`src/rtl/core/tcw_pkg.sv`:
```
`timescale 1ns / 1ps
// Shared types and constants for the text console writer.
// No dependencies; used by tcw_front, tcw_back, text_console_writer and both testbench files.
package tcw_pkg;

  localparam int KIND_W     = 2;
  localparam int CODE_W     = 8;
  localparam int ADDR_IN_W  = 11;
  localparam int COLOR_W    = 4;
  localparam int WORD_W     = 16;
  localparam int COL_OUT_W  = 7;
  localparam int ROW_OUT_W  = 5;
  localparam int POS_OUT_W  = 11;
  localparam int CFG_IDX_W  = 1;

  localparam logic [KIND_W-1:0] KIND_PUT   = 2'd0;
  localparam logic [KIND_W-1:0] KIND_READ  = 2'd1;
  localparam logic [KIND_W-1:0] KIND_CLEAR = 2'd2;

  localparam logic [CFG_IDX_W-1:0] CFG_FG = 1'b0;
  localparam logic [CFG_IDX_W-1:0] CFG_BG = 1'b1;

  localparam logic [CODE_W-1:0] CODE_CR    = 8'd13;
  localparam logic [CODE_W-1:0] CODE_LF    = 8'd10;
  localparam logic [CODE_W-1:0] CODE_SPACE = 8'h20;

  localparam logic [COLOR_W-1:0] FG_RESET = 4'd15;
  localparam logic [COLOR_W-1:0] BG_RESET = 4'd0;

  localparam logic [WORD_W-1:0] CELL_RESET = {8'h00, CODE_SPACE};

  typedef enum logic [2:0] {
    OP_CHAR,
    OP_CR,
    OP_LF,
    OP_READ,
    OP_READ_OOR,
    OP_CLEAR,
    OP_NOP
  } op_t;

  typedef struct packed {
    op_t                  op;
    logic [CODE_W-1:0]    code;
    logic [ADDR_IN_W-1:0] addr;
  } item_t;

  typedef struct packed {
    logic                 valid;
    logic [CFG_IDX_W-1:0] index;
    logic [COLOR_W-1:0]   data;
  } cfg_wr_t;

  typedef struct packed {
    logic init_done;
    logic rd_issue;
  } bk_stat_t;

endpackage

```
`src/rtl/core/tcw_front.sv`:
```
`timescale 1ns / 1ps
// Front end: accepts input beats, classifies them and queues them two deep.
// Depends on tcw_pkg.
module tcw_front #(
  parameter int CELLS = 2000
) (
  input  logic                                  clk,
  input  logic                                  rst_n,
  input  logic                                  in_valid,
  output logic                                  in_ready,
  input  logic [tcw_pkg::KIND_W-1:0]            in_kind,
  input  logic [tcw_pkg::CODE_W-1:0]            in_char_code,
  input  logic [tcw_pkg::ADDR_IN_W-1:0]         in_read_address,
  input  logic                                  init_done,
  output logic                                  q_valid,
  output tcw_pkg::item_t                        q_item,
  input  logic                                  q_pop
);

  localparam logic [1:0] QDEPTH = 2'd2;

  tcw_pkg::item_t slot_r [2];
  tcw_pkg::item_t item;
  logic           wr_ptr_r;
  logic           rd_ptr_r;
  logic [1:0]     count_r;
  logic           push;

  always_comb begin
    item.code = in_char_code;
    item.addr = in_read_address;
    case (in_kind)
      tcw_pkg::KIND_PUT: begin
        if (in_char_code == tcw_pkg::CODE_CR) begin
          item.op = tcw_pkg::OP_CR;
        end else if (in_char_code == tcw_pkg::CODE_LF) begin
          item.op = tcw_pkg::OP_LF;
        end else begin
          item.op = tcw_pkg::OP_CHAR;
        end
      end
      tcw_pkg::KIND_READ: begin
        item.op = (32'(in_read_address) < CELLS) ? tcw_pkg::OP_READ : tcw_pkg::OP_READ_OOR;
      end
      tcw_pkg::KIND_CLEAR: begin
        item.op = tcw_pkg::OP_CLEAR;
      end
      default: begin
        item.op = tcw_pkg::OP_NOP;
      end
    endcase
  end

  assign in_ready = init_done && (count_r != QDEPTH);
  assign push     = in_valid && in_ready;
  assign q_valid  = (count_r != 2'd0);
  assign q_item   = slot_r[rd_ptr_r];

  always_ff @(posedge clk) begin
    if (!rst_n) begin
      wr_ptr_r <= 1'b0;
      rd_ptr_r <= 1'b0;
      count_r  <= 2'd0;
    end else begin
      if (push) begin
        wr_ptr_r <= ~wr_ptr_r;
      end
      if (q_pop) begin
        rd_ptr_r <= ~rd_ptr_r;
      end
      count_r <= count_r + {1'b0, push} - {1'b0, q_pop};
    end
    if (push) begin
      slot_r[wr_ptr_r] <= item;
    end
  end

endmodule

```
`config.mk`:
```
export PLATFORM = sky130hd
export DESIGN_NAME = tcw_front
export DESIGN_NICKNAME = d
export VERILOG_FILES = /design/src/rtl/core/tcw_pkg.sv /design/src/rtl/core/tcw_front.sv
export SDC_FILE = /design/constraint.sdc
export NUM_CORES = 1
export LEC_CHECK = 0
export BUFFER_PORTS_ARGS = -buffer_cell sky130_fd_sc_hd__clkbuf_2
export CAP_MARGIN = 20
export CORE_MARGIN = 8
export CORE_UTILIZATION = 35
export DETAILED_ROUTE_END_ITERATION = 10
export SLEW_MARGIN = 15
export SYNTH_ARGS = -nofsm -noshare
export SYNTH_HDL_FRONTEND = slang
export SYNTH_SLANG_ARGS = --single-unit
```
`constraint.sdc`:
```
create_clock -name clk -period 2.4 [get_ports clk]
set_input_delay 0.24 -clock clk [delete_from_list [all_inputs] [get_ports clk]]
set_output_delay 0.24 -clock clk [all_outputs]
set_load 0.01 [all_outputs]
```
==> results.yml <==
yosys:
  yosys_warnings: 0
  synth_top_cell_area_share_pct: 68.8
  synth_top_cell_by_area: "edfxtp_1"
  synth_area_um2: 1920
  muxShareOfSynthArea_pct: 13.4
  synth_compound_area_share_pct: 2.54
  postSynthCellCount: 109
  synth_edf_count: 44
  avgSynthCellArea_um2: 17.6
  synth_top_family_by_area: "multiplexers"
  synth.distinct_cells: 23
  synth-xor-area-share_pct: 1.37
  synthAdderAreaFrac_pct: 1.30
  synth_nets: 137
  yosys_most_used_dff: "edfxtp_1"
  ys_ff_latch: 49
  async_reset_ff_share_pct: 0
  ys_seq_area_share_pct: 74.0
  yosys.area_share.simple_pct: 5.66
  synthTopCellsByArea: "edfxtp_1, mux2_2, dfxtp_1, and2_1, ha_1"
hold_path:
  hp-class: "input port to register"
  worstHoldPathCells: 1
  min-delay-start: "in_read_address[2]"
  hold_end: "slot_r[1][2]$_DFFE_PP_"
setup_path:
  reg2reg_to: "count_r[1]$_SDFF_PN0_"
  critPathMaxStageDelay_ns: 0.37
  critPathLaunchType: "register"
  crit_type: "register to register"
  slowest_stage: "dfxtp_1"
  r2r_slack_ns: 0.66
  reg2reg_from: "count_r[1]$_SDFF_PN0_"
  ff2ff_path_depth: 8
  endpoint_kind: "register"
  path_delay_family: "adder cells"
  cp.arrival_ns: 1.93
  cp_max_fo: 4
  worst-path-buf-inv: 2
  cp_cell_sequence: "inv_1 -> o211ai_2 -> ha_1 -> inv_1 -> ha_1 -> xnor2_1 -> xnor2_1 -> and2_1"
  crit_required_ns: 2.59
sta:
  max_clock_freq_mhz: 575
  tns_ns: 0
  min_period_over_period_pct: 72.5
  worst_pin_slew_ns: 0.598
  relSlewSlack_pct: 60.1
  hold_violations: 0
  period_minus_slack_ns: 1.74
  final_max_slew_viol_count: 0
  holdWs_ns: 0.138
  fin_skew_ns: 0.00440
  rsz0062_at_grt: "false"
  setup_viol: 0
pwr:
  powerDensity_nw_per_um2: 768
  finalPower_mw: 1.83
  vdd_drop_max_mv: 0.374
  p_leak_nw: 0.902
floorplanning:
  chipWidth_um: 90.1
  die_area_um2: 8120
  fp-row-count: 27
  start_util_pct: 35.6
  io_pins: 50
  core_area_um2: 5410
  die_y_um: 90.1
global_route:
  grt_pass1_vias: 1223
  gr-total-overflow: 0
  grt_pass1_wl_um: 6150
  antenna_found_initial: 0
  grt_max_degree: 23
  track_usage_pct: 9.46
routing:
  viasPerCell: 4.56
  drc: 0
  num_vias: 1095
  ant_nets: 0
  drt-initial-drc-count: 48
  drt_first_pass_iters: 4
  post_drt_wl_per_cell_um: 15.7
  wl_um: 3760
layout:
  syn2layout_area_growth_pct: 24.0
  drive_above_1_share_pct: 50.6
  layout.nets: 195
  final_cell_mix: "clkbuf_2, edfxtp_1, mux2_2"
  n_antenna_cell: 0
  final_core_util_pct: 44.1
  layout_commonest_cell: "clkbuf_2"
place:
  port_buffers: 49
  gp_congestion: 0.775
  hpwl_um: 2770
cts:
  cts_hold_buf: 0
  cts.sinks: 49
  insertion_delay_ns: 0.29
  clk_pin_slew_ns: 0.08
  cts_resized: 0
  cts_tree: "yes"
  htree_levels: 2
  clockBufferDepth: 2
  cts_buffers: 5
  root_buffer: "clkbuf_8"
  post_cts_buffers: 0
status:
  status: "completed"
flow_run:
  maxCapViolCount: 0
## sequential cells by signal, summed over array words and instances, names as in the netlist, named ones only
| signal | flops |
|---|---|
| rd_ptr_r | 1 |
| count_r | 2 |
| slot_r | 44 |
| wr_ptr_r | 1 |
## report_power, final
part           internal, mW  leakage (nW)  switching (mW)  total, mW
Sequential            0.989         0.444          0.0187       1.01
Clock                 0.308        0.0528           0.247      0.555
Combinational         0.122         0.405           0.146      0.267
## kinds of logic after synthesis
group                      Yosys count
and+or+nand+nor                     18
DFF                                 49
muxes                               23
AOI/OAI and AO/OA                    7
xor gates and xnor gates             3
buffers and inverters                7
adders and majority gates            2
## layer usage
layer | vias to the layer above | routed length (um) | GRT usage, %
met2 | 31 | 1900 | 16.3
met3 | 2 | 250 | 3.99
li1 | 527 | - | -
met1 | 535 | 1600 | 10.2
met5 | - | 0 | 0
met4 | 0 | 17 | 3.19
## metrics by stage
| step | std cells | setup WS [ns] | cell area, um2 |
|---|---|---|---|
| 6_report | 240 | 0.661 | 2380 |
| 3_3_place_gp | 232 | 0.788 | 2280 |
| 3_5_place_dp | 232 | 0.676 | 2280 |
| 5_1_grt | 240 | 0.529 | 2380 |
| 2_1_floorplan | 109 | 0.523 | 1920 |
| 4_1_cts | 240 | 0.655 | 2380 |
## cell type report
cell class | instances | area, um2
multi-input combinational | 53 | 472
clock inverter | 2 | 33.8
tap | 72 | 90.1
sequential | 49 | 1420
fill | 507 | 3020
clock buffer | 6 | 72.6
timing repair buffer | 53 | 275
inverter | 5 | 18.8
## how the worst max path moves through the flow
stage,start,endpoint,slack (ns),cells past startpoint
floorplan,count_r[1]$_SDFF_PN0_,slot_r[0][0]$_DFFE_PP_,0.52,3
global placement,count_r[1]$_SDFF_PN0_,count_r[1]$_SDFF_PN0_,0.79,8
detailed placement,count_r[1]$_SDFF_PN0_,count_r[1]$_SDFF_PN0_,0.68,8
CTS,count_r[1]$_SDFF_PN0_,count_r[1]$_SDFF_PN0_,0.65,8
global route,count_r[1]$_SDFF_PN0_,count_r[1]$_SDFF_PN0_,0.53,8
finish,count_r[1]$_SDFF_PN0_,count_r[1]$_SDFF_PN0_,0.66,8
## cells in the mapped netlist, types with 2 or more instances
cell type,n
nor2_1,4
and2_1,4
ha_1,2
o21ai_0,2
inv_1,5
buf_4,2
nand4_1,2
nand2_1,4
edfxtp_1,44
dfxtp_1,5
mux2_2,22
xnor2_1,2
Note: power is estimated with default switching activity, not from simulation.
